**config.mk**
```make
export PLATFORM = sky130hd
export DESIGN_NAME = pdsu_ctrl
export DESIGN_NICKNAME = d
export VERILOG_FILES = /design/src/design/assert_macros.svh /design/src/design/pdsu_pkg.sv /design/src/design/pdsu_ctrl.sv
export SDC_FILE = /design/constraint.sdc
export NUM_CORES = 1
export LEC_CHECK = 0
export ABC_CLOCK_PERIOD_IN_PS = 2600
export BUFFER_PORTS_ARGS = -buffer_cell sky130_fd_sc_hd__buf_4
export CAP_MARGIN = 10
export CORE_ASPECT_RATIO = 1.4
export CORE_MARGIN = 2
export CORE_UTILIZATION = 30
export CTS_CLUSTER_DIAMETER = 150
export DETAILED_ROUTE_END_ITERATION = 16
export MAX_ROUTING_LAYER = met4
export PLACE_DENSITY = 0.54
export SYNTH_ARGS = -nofsm -noshare
export SYNTH_HDL_FRONTEND = slang
export SYNTH_SLANG_ARGS = --single-unit
export TNS_END_PERCENT = 50
```
**constraint.sdc**
```tcl
create_clock -name aclk -period 2.6 [get_ports aclk]
set_input_delay 0.39 -clock aclk [delete_from_list [all_inputs] [get_ports aclk]]
set_output_delay 0.39 -clock aclk [all_outputs]
set_load 0.03 [all_outputs]
```
**src/design/assert_macros.svh**
```systemverilog
// Assertion macros shared by the plane distance seed update design.
// Depends on nothing; the including module supplies aclk and aresetn.
`ifndef ASSERT_MACROS_SVH
`define ASSERT_MACROS_SVH

// Same-cycle implication, checked on every clock edge outside reset.
`define PDSU_ASSERT_SAME(lbl, ante, cons, msg) \
    lbl: assert property (@(posedge aclk) disable iff (!aresetn) (ante) |-> (cons)) \
        else $error(msg);

// Next-cycle implication, checked on every clock edge outside reset.
`define PDSU_ASSERT_NEXT(lbl, ante, cons, msg) \
    lbl: assert property (@(posedge aclk) disable iff (!aresetn) (ante) |=> (cons)) \
        else $error(msg);

`endif

```
**src/design/pdsu_pkg.sv**
```systemverilog
// Package for the plane distance seed update block: payload types, constants,
// controller states and datapath commands. Depends on nothing.
`default_nettype none

package pdsu_pkg;

    localparam int MAX_TRIANGLES = 65536;
    localparam int SQRT_STEPS    = 34;
    localparam int DIV_STEPS     = 51;
    localparam int CNT_W         = 6;
    localparam logic [15:0] WEIGHT_RESET = 16'd256;
    localparam logic [16:0] ONE_Q8       = 17'd256;

    // Configuration register indexes.
    localparam logic [2:0] REG_PN_X  = 3'd0;
    localparam logic [2:0] REG_PN_Y  = 3'd1;
    localparam logic [2:0] REG_PN_Z  = 3'd2;
    localparam logic [2:0] REG_PC_X  = 3'd3;
    localparam logic [2:0] REG_PC_Y  = 3'd4;
    localparam logic [2:0] REG_PC_Z  = 3'd5;
    localparam logic [2:0] REG_W     = 3'd6;
    localparam logic [2:0] REG_FIRST = 3'd7;

    typedef struct packed {
        logic        [15:0] tri_index;
        logic signed [31:0] tri_normal_x;
        logic signed [31:0] tri_normal_y;
        logic signed [31:0] tri_normal_z;
        logic signed [31:0] tri_center_x;
        logic signed [31:0] tri_center_y;
        logic signed [31:0] tri_center_z;
    } in_item_t;

    typedef struct packed {
        logic [31:0] min_distance;
        logic [47:0] cumulative_sum;
    } out_item_t;

    typedef enum logic [3:0] {
        S_IDLE, S_SQ, S_ACC, S_SQRT_INIT, S_SQRT, S_NSAVE, S_MULW,
        S_DIV_INIT, S_DIV, S_MEMRD, S_UPDATE, S_MSQ, S_SUM, S_OUT
    } state_t;

    typedef enum logic [3:0] {
        OP_NONE, OP_LOAD, OP_SQ, OP_ACC_SQ, OP_SQRT_INIT, OP_SQRT_STEP,
        OP_NORM_SAVE, OP_MULW, OP_DIV_INIT, OP_DIV_STEP, OP_MEM_RD,
        OP_UPDATE, OP_MSQ, OP_SUM, OP_OUT
    } dp_op_t;

    typedef struct packed {
        dp_op_t     op;
        logic [1:0] comp;
        logic       sel_center;
    } dp_cmd_t;

    typedef struct packed {
        logic out_busy;
    } dp_status_t;

endpackage

`default_nettype wire

```
**src/design/pdsu_ctrl.sv**
```systemverilog
// Controller state machine for the plane distance seed update block.
// Depends on pdsu_pkg; drives datapath commands, reads datapath status.
`default_nettype none

module pdsu_ctrl (
    input  wire logic                 aclk,
    input  wire logic                 aresetn,
    input  wire logic                 s_valid,
    output logic                      s_ready,
    input  wire pdsu_pkg::dp_status_t status,
    output pdsu_pkg::dp_cmd_t         cmd
);

    pdsu_pkg::state_t                 state_reg, state_next;
    logic [pdsu_pkg::CNT_W-1:0]       cnt_reg, cnt_next;
    logic                             sel_reg, sel_next;

    // State, step counter and norm select registers.
    always_ff @(posedge aclk) begin
        if (!aresetn) begin
            state_reg <= pdsu_pkg::S_IDLE;
            cnt_reg   <= '0;
            sel_reg   <= 1'b0;
        end else begin
            state_reg <= state_next;
            cnt_reg   <= cnt_next;
            sel_reg   <= sel_next;
        end
    end

    // Next state: two norms (three squares and a root each), then the weight multiply,
    // the divide, the store update, the running sum and the output.
    always_comb begin
        state_next = state_reg;
        cnt_next   = cnt_reg;
        sel_next   = sel_reg;
        unique case (state_reg)
            pdsu_pkg::S_IDLE: begin
                if (s_valid) begin
                    state_next = pdsu_pkg::S_SQ;
                    cnt_next   = '0;
                    sel_next   = 1'b0;
                end
            end
            pdsu_pkg::S_SQ: state_next = pdsu_pkg::S_ACC;
            pdsu_pkg::S_ACC: begin
                if (cnt_reg == pdsu_pkg::CNT_W'(2)) begin
                    state_next = pdsu_pkg::S_SQRT_INIT;
                end else begin
                    state_next = pdsu_pkg::S_SQ;
                    cnt_next   = cnt_reg + 1'b1;
                end
            end
            pdsu_pkg::S_SQRT_INIT: begin
                state_next = pdsu_pkg::S_SQRT;
                cnt_next   = '0;
            end
            pdsu_pkg::S_SQRT: begin
                if (cnt_reg == pdsu_pkg::CNT_W'(pdsu_pkg::SQRT_STEPS - 1)) begin
                    state_next = pdsu_pkg::S_NSAVE;
                end else begin
                    cnt_next = cnt_reg + 1'b1;
                end
            end
            pdsu_pkg::S_NSAVE: begin
                if (!sel_reg) begin
                    state_next = pdsu_pkg::S_SQ;
                    sel_next   = 1'b1;
                    cnt_next   = '0;
                end else begin
                    state_next = pdsu_pkg::S_MULW;
                end
            end
            pdsu_pkg::S_MULW: state_next = pdsu_pkg::S_DIV_INIT;
            pdsu_pkg::S_DIV_INIT: begin
                state_next = pdsu_pkg::S_DIV;
                cnt_next   = '0;
            end
            pdsu_pkg::S_DIV: begin
                if (cnt_reg == pdsu_pkg::CNT_W'(pdsu_pkg::DIV_STEPS - 1)) begin
                    state_next = pdsu_pkg::S_MEMRD;
                end else begin
                    cnt_next = cnt_reg + 1'b1;
                end
            end
            pdsu_pkg::S_MEMRD:  state_next = pdsu_pkg::S_UPDATE;
            pdsu_pkg::S_UPDATE: state_next = pdsu_pkg::S_MSQ;
            pdsu_pkg::S_MSQ:    state_next = pdsu_pkg::S_SUM;
            pdsu_pkg::S_SUM:    state_next = pdsu_pkg::S_OUT;
            pdsu_pkg::S_OUT: begin
                if (!status.out_busy) begin
                    state_next = pdsu_pkg::S_IDLE;
                end
            end
            default: state_next = pdsu_pkg::S_IDLE;
        endcase
    end

    // Command outputs for each state.
    always_comb begin
        cmd.op         = pdsu_pkg::OP_NONE;
        cmd.comp       = cnt_reg[1:0];
        cmd.sel_center = sel_reg;
        s_ready        = 1'b0;
        unique case (state_reg)
            pdsu_pkg::S_IDLE: begin
                s_ready = 1'b1;
                if (s_valid) begin
                    cmd.op = pdsu_pkg::OP_LOAD;
                end
            end
            pdsu_pkg::S_SQ:        cmd.op = pdsu_pkg::OP_SQ;
            pdsu_pkg::S_ACC:       cmd.op = pdsu_pkg::OP_ACC_SQ;
            pdsu_pkg::S_SQRT_INIT: cmd.op = pdsu_pkg::OP_SQRT_INIT;
            pdsu_pkg::S_SQRT:      cmd.op = pdsu_pkg::OP_SQRT_STEP;
            pdsu_pkg::S_NSAVE:     cmd.op = pdsu_pkg::OP_NORM_SAVE;
            pdsu_pkg::S_MULW:      cmd.op = pdsu_pkg::OP_MULW;
            pdsu_pkg::S_DIV_INIT:  cmd.op = pdsu_pkg::OP_DIV_INIT;
            pdsu_pkg::S_DIV:       cmd.op = pdsu_pkg::OP_DIV_STEP;
            pdsu_pkg::S_MEMRD:     cmd.op = pdsu_pkg::OP_MEM_RD;
            pdsu_pkg::S_UPDATE:    cmd.op = pdsu_pkg::OP_UPDATE;
            pdsu_pkg::S_MSQ:       cmd.op = pdsu_pkg::OP_MSQ;
            pdsu_pkg::S_SUM:       cmd.op = pdsu_pkg::OP_SUM;
            pdsu_pkg::S_OUT: begin
                if (!status.out_busy) begin
                    cmd.op = pdsu_pkg::OP_OUT;
                end
            end
            default: cmd.op = pdsu_pkg::OP_NONE;
        endcase
    end

endmodule

`default_nettype wire

```
# After elaboration in Yosys (flattened, before gate mapping)
# Index checks and enable logic that the tools add are counted.
[classes] n_addsub=1 n_eq_ne=24 n_reduce_logical=7 muxes=19
[op_table] op="4-bit one-hot mux with 14 select lines" n=2
[op_table] op="6-bit one-hot mux with 6 select lines" n=1
[op_table] op="6-bit 2-to-1 mux" n=5
[op_table] op="4-bit == test, second input constant" n=6
[op_table] op="4-bit 2-to-1 mux" n=5
[op_table] op="4-bit by 3-bit == test with 1-bit output, second input constant" n=4
[op_table] op="2-bit inequality test, second input constant" n=8
[op_table] op="6-bit == test, second input constant" n=2
[op_table] op="4-bit by 2-bit == test with 1-bit output, second input constant" n=2
[op_table] op="6-bit by 1-bit adder with 6-bit output, second input constant" n=1
[op_table] op="6-bit by 2-bit == test with 1-bit output, second input constant" n=1
[op_table] op="6-bit AND reduction" n=1
[op_table] op="6-bit nonzero test" n=1
[op_table] op="4-bit by 1-bit == test with 1-bit output, second input constant" n=1
[op_table] op="4-bit logical NOT" n=1
[op_table] op="4-bit AND reduction" n=1
[op_table] op="1-bit 2-to-1 mux" n=3
[op_table] op="3-bit 2-to-1 mux" n=1
[op_table] op="2-bit 2-to-1 mux" n=1
[op_table] op="1-bit one-hot mux with 2 select lines" n=1
[op_table] op="2-bit AND reduction" n=1
[op_table] op="2-bit nonzero test" n=1
[op_table] op="2-bit OR reduction" n=1
[totals] reg_bits=11 out_inout_bits=8 in_bits=4

# Logic depth before layout (Yosys ltp)
# Gate-level depths: netlist of the first run.
[depth] word_depth=4 ltp_mapped=7 depth_no_buf=7

# Worst setup path before layout of the first run
# No wires, ideal clock.
[synth_timing] kind="reg-to-output" startpoint="register state_reg[2]" endpoint="output cmd[3] in the netlist's numbering" n_path_buf=3 t_arrival_ns=1.872 t_required_ns=2.210 path_stages_with_launch=6 slack_ns=0.338 path_cell_list="dfxtp_1 -> buf_6 -> clkbuf_1 -> clkbuf_1 -> nor4_1 -> a311oi_1"
[synth_lines] item="start, declared" line_no="pdsu_ctrl.sv:14" source="pdsu_pkg::state_t state_reg, state_next;"
[synth_lines] item="start signal, assigned" line_no="pdsu_ctrl.sv:21" source="state_reg <= pdsu_pkg::S_IDLE;"
[synth_lines] item="start signal, assigned" line_no="pdsu_ctrl.sv:25" source="state_reg <= state_next;"
[synth_lines] item="end, declared" line_no="pdsu_ctrl.sv:11" source="output pdsu_pkg::dp_cmd_t cmd"

==> results of run 1 <==
## layout make-up
type	count	area [sq um]
tap	39	48.8
fill	346	2010
inverter	3	11.3
sequential	11	220
clock buffer	4	45.0
multi-input combinational	102	634
timing repair buffer	12	90.1
## layer usage
layer	wire length [um]	vias up	GRT usage, %
li1	-	483	-
met1	1040	427	17.0
met2	1060	21	20.4
met3	80	7	2.95
met4	72	0	9.36
met5	0	-	-
## metrics by stage
stage	total power (W)	setup slack, ns	cell area (sq um)	util [%]	hold WS (ns)
global route	0.000563	0.208	1050	34.3	0.454
floorplan	0.000323	0.338	951	-	0.473
global placement	0.000357	0.587	1000	32.8	0.501
CTS	0.000535	0.376	1050	34.3	0.454
detailed placement	0.000359	0.545	1000	32.8	0.504
finish	0.000535	0.371	1050	34.3	0.459
## cell usage in the layout, fill, tap and decap left out, types with 3 or more instances in the layout
master / n
a21oi_1: 14
nor2_1: 12
buf_4: 12
nand2_1: 11
dfxtp_1: 11
o21ai_0: 5
nand4b_1: 4
a31oi_1: 4
o21ai_1: 4
inv_1: 3
nor4_1: 3
nand2b_1: 3
nand3_1: 3
nor3_1: 3
ha_1: 3
clkbuf_8: 3
## cell families (layout without fill, tap and decap cells)
logic type               count (synthesis)  after routing  synth area share (%)
XOR/XNOR                                 2              2                  1.84
multiplexers                             1              1                  1.05
buffers and inverters                   18             19                  10.1
AO/OA/AOI/OAI                           42             42                  27.6
adder cells (fa/ha/maj)                  3              3                  3.95
AND/OR/NAND/NOR                         54             54                  32.2
flip-flops                              11             11                  23.2
## power groups by stage
stage               Combinational, W  Clock (W)  Sequential (W)
finish                      0.000155   0.000179        0.000202
global route                0.000171   0.000188        0.000205
CTS                         0.000155   0.000179        0.000201
detailed placement          0.000154          0        0.000205
global placement            0.000153          0        0.000204
floorplan                   0.000142          0        0.000181
## worst reg2reg max path: cells and delay by family, from the launching register on
family          cells  cell delay [ns]
flops               1             0.82
simple gates        4             0.83
compound gates      2             0.35
## worst max path at each step
stage                       startpoint    endpoint  slack (ns)  cells after the start
after floorplan           state_reg[2]      cmd[3]        0.34                      5
after detailed placement  state_reg[2]  cnt_reg[5]        0.54                      6
after global routing      state_reg[2]      cmd[6]        0.21                      4
after global placement    state_reg[2]  cnt_reg[5]        0.59                      6
final                     state_reg[2]      cmd[6]        0.37                      4
after CTS                 state_reg[2]      cmd[6]        0.38                      4
==> qor.yml, run 1 <==
cp_num_buf_inv: 1
dr_total_vias: 938
cts_root_buffer: "clkbuf_8"
drive_gt1_share_pct: 13.6
remaining_drc_errors: 0
dr.pass1.iters: 4
grt_pass1_wl_um: 3820
htreeDepth: 1
clkLatencyLatePin_ns: 0.25
path_class: "reg -> out"
crit_path_end_kind: "output pin"
pwr-share-seq_pct: 37.7
totalWireLength_um: 2260
syn-cell-area_sq_um: 951
wire_per_inst_um: 13.2
peakVddDrop_uv: 306
hold_viol_final: 0
cts_resized: 0
path_delay_family: "flip-flops"
dp.cells: 167
swShare_pct: 35.2
grt_start_max_net_pins: 29
rsz0062_at_grt: "false"
min_period_over_period_pct: 85.7
hp-class: "in -> reg"
postCtsSetupBuffers: 0
synth_flop_cell: "dfxtp_1"
cp-start-kind: "register"
final_cells: 171
async_flop_share_pct: 0
slew_violations: 0
finalSetupTns_ns: 0
ant_nets: 0
drv_cap: 0
crit_path_top_delay_cell: "dfxtp_1"
synth_cells: 131
yosysMostFrequentCell: "a21oi_1"
synth_edf_count: 0
nets: 140
reg2regPathDepth: 6
area_delta_synth_final_pct: 10.4
cellLeakagePower_nw: 0.366
grt_pass1_vias: 866
start_util_pct: 31.0
gp_congestion: 0.795
synth-seq-area-share_pct: 23.2
run_status: "finished clean"
crit_required_ns: 2.21
num_rows: 24
ys_warn_count: 0
rr_startpoint: "state_reg[3]"
post-dp-hpwl_um: 1520
grt-ovfl-total: 0
ff2ff_setup_slack_ns: 0.53
setup-violations-final: 0
clockBufferDepth: 2
period_needed_ns: 2.23
skew_ns: 0.00537
synth_cell_types: 42
cts_buffers: 3
vias_per_cell: 5.49
p_clk_share_pct: 33.4
antenna_cells: 0
clock.fmax_mhz: 449
pwr-share-comb_pct: 28.9
synth_area_leaders: "dfxtp_1 23%, a21oi_1 7.4%, nor2_1 4.7%"
power_density_mw_per_mm2: 510
crit_fanout: 28
internal_power_w: 0.000347
die_y_um: 70.6
grt_antenna_before_repair: 0
cts_tree: "built"
max-slew-margin-rel_pct: 45.0
power_switching_w: 0.000188
dieArea_sq_mm: 0.00364
clock_sinks: 11
synthTopCellsByCount: "14 x a21oi_1, 12 x nor2_1, 11 x dfxtp_1, 11 x nand2_1, 6 x clkbuf_1"
synth_top_area_share_pct: 23.2
coreArea_sq_mm: 0.00306
drtIter0Drc: 24
dieWidth_um: 51.6
syn-num-nets: 138
path_cells: "nand2_1 -> nor3b_1 -> a21o_1 -> buf_4"
yosysTopAreaCell: "dfxtp_1"
largest_reg_flops: 6
io_pins: 12
cpPeakStageDelay_ns: 0.85
worstHoldStart: "aresetn"
clkSlewWorstSetupHoldPaths_ns: 0.05
grt_usage_pct: 13.9
whs_endpoint: "cnt_reg[2]"
rr_endpoint: "cnt_reg[5]"
synth-seq-cells: 11
holdPathStages: 3
cp.arrival_ns: 1.84
hold_buffers: 0
timing_worst_slew_pin_value_ns: 0.824
avgSynthCellArea_sq_um: 7.26
portBuffers: 11
(Power assumes the default switching activity.)
==> run 2: changes to the inputs <==
--- a/config.mk
+++ b/config.mk
@@ -10,11 +10,11 @@
 export CAP_MARGIN = 10
 export CORE_ASPECT_RATIO = 1.4
 export CORE_MARGIN = 2
-export CORE_UTILIZATION = 30
+export CORE_UTILIZATION = 36
 export CTS_CLUSTER_DIAMETER = 150
 export DETAILED_ROUTE_END_ITERATION = 16
 export MAX_ROUTING_LAYER = met4
-export PLACE_DENSITY = 0.54
+export PLACE_DENSITY = 0.61
 export SYNTH_ARGS = -nofsm -noshare
 export SYNTH_HDL_FRONTEND = slang
 export SYNTH_SLANG_ARGS = --single-unit
==> qor.yml, run 2 (same netlist as run 1, synthesis figures left out) <==
run_status: "finished clean"
antenna_cells: 0  # unchanged
nets: 141  # +0.71%
cp-start-kind: "register"
portBuffers: 11  # unchanged
crit_fanout: 28  # unchanged
timing_worst_slew_pin_value_ns: 0.789  # -0.0354 ns
period_needed_ns: 2.25  # +0.0162 ns
cts_buffers: 3  # unchanged
hp-class: "in -> reg"
dr.pass1.iters: 4  # unchanged
grt_pass1_wl_um: 3440  # -9.9%
clkSlewWorstSetupHoldPaths_ns: 0.07  # +0.02 ns
clkLatencyLatePin_ns: 0.28  # +0.03 ns
min_period_over_period_pct: 86.4  # +0.62 points
ant_nets: 0  # unchanged
cts_tree: "built"
post-dp-hpwl_um: 1530  # +0.47%
dieArea_sq_mm: 0.00307  # -16%
grt-ovfl-total: 0  # unchanged
grt_pass1_vias: 831  # -4.0%
cp.arrival_ns: 1.86  # +0.02 ns
hold_viol_final: 0  # unchanged
mostFrequentLayoutCells: "14 x a21oi_1, 13 x buf_4, 12 x nor2_1"
vias_per_cell: 5.54  # +0.97%
pre_cts_ws_ns: 0.532  # -0.0129 ns
cts_root_buffer: "clkbuf_4"
clock_sinks: 11  # unchanged
max-slew-margin-rel_pct: 47.4  # +2.4 points
drive_gt1_share_pct: 14.3  # +0.65 points
clock.fmax_mhz: 445  # -0.72%
htreeDepth: 1  # unchanged
coreArea_sq_mm: 0.00256  # -16%
wire_per_inst_um: 12.8  # -3.0%
grt_start_max_net_pins: 29  # unchanged
start_util_pct: 37.1  # +6.1 points
drv_cap: 0  # unchanged
slew_violations: 0  # unchanged
largest_reg_flops: 6  # unchanged
finalSetupTns_ns: 0  # unchanged
hold_buffers: 0  # unchanged
peakVddDrop_uv: 290  # -5.2%
skew_ns: 0.00779  # +0.00241 ns
crit_path_end_kind: "output pin"
power_density_mw_per_mm2: 459  # -10%
finalWorstSetupSlack_ns: 0.355  # -0.0162 ns
crit_required_ns: 2.21  # about the same
clockBufferDepth: 2  # unchanged
final_common_cell: "a21oi_1"
gp_congestion: 0.717  # -9.9%
postCtsSetupBuffers: 0  # unchanged
setup-violations-final: 0  # unchanged
dr_total_vias: 936  # -0.21%
path_class: "reg -> out"
whs_ns: 0.429  # -0.0307 ns
grt_antenna_before_repair: 0  # unchanged
remaining_drc_errors: 0  # unchanged
dieWidth_um: 47.4  # -8.0%
die_y_um: 64.8  # -8.2%
cellLeakagePower_nw: 0.363  # -0.63%
area_delta_synth_final_pct: 8.82
rsz0062_at_grt: "false"
num_rows: 22  # -8.3%
grt_usage_pct: 15.4  # +1.5 points
drtIter0Drc: 29  # +21%
io_pins: 12  # unchanged
totalWireLength_um: 2170  # -4.1%
cts_resized: 0  # unchanged
==> run 2: cell count changes in the layout (fill, tap and decap cells not counted) <==
cell and change:
clkbuf_4 +3, buf_4 +1, clkbuf_8 -3
==> run 2: critical path: stages (launching register included) <==
cell and delay, ns:
dfxtp_1 0.84, nand2_1 0.15, nor3b_1 0.32, a21o_1 0.13, buf_4 0.15
==> run 2: cell type report <==
type	instances	area (sq um)
Inverter	3	11.3
Sequential cell	11	220
Multi-Input combinational cell	102	634
Timing Repair Buffer	13	97.6
Clock buffer	4	26.3
Fill cell	277	1530
Tap cell	36	45.0
==> run 2: stage by stage <==
stage,cells,instance area (sq um),utilization [%],total power [W]
after floorplan,131,951,-,0.000323
after global placement,165,1010,39.4,0.000354
after detailed placement,165,1010,39.4,0.000356
after CTS,169,1030,40.4,0.000475
after global routing,169,1030,40.4,0.000500
final,169,1030,40.4,0.000474
==> run 2: power by group <==
part	total, W	internal [W]	switching [W]	leakage [nW]
Clock	0.000122	0.0000595	0.0000623	0.0150
Combinational	0.000149	0.0000638	0.0000852	0.259
Sequential	0.000204	0.000174	0.0000292	0.0892
Total	0.000474	0.000298	0.000177	0.363
==> run 2: final timing paths <==
check | cells after the start | start | slack [ns] | to
setup / recovery | 4 | state_reg[2] | 0.35 | cmd[6]
hold / removal | 3 | aresetn | 0.43 | cnt_reg[3]
setup reg to reg | 6 | state_reg[2] | 0.48 | cnt_reg[5]
hold reg to reg | 2 | cnt_reg[2] | 0.54 | cnt_reg[2]
==> run 2: metal layers <==
layer / up-vias / part of all wire [%] / global-route usage, %
li1: 485 / - / -
met1: 424 / 46 / 18.0
met2: 22 / 48 / 25.2
met3: 5 / 3.5 / 1.67
met4: 0 / 2.0 / 7.29
met5: - / 0 / -
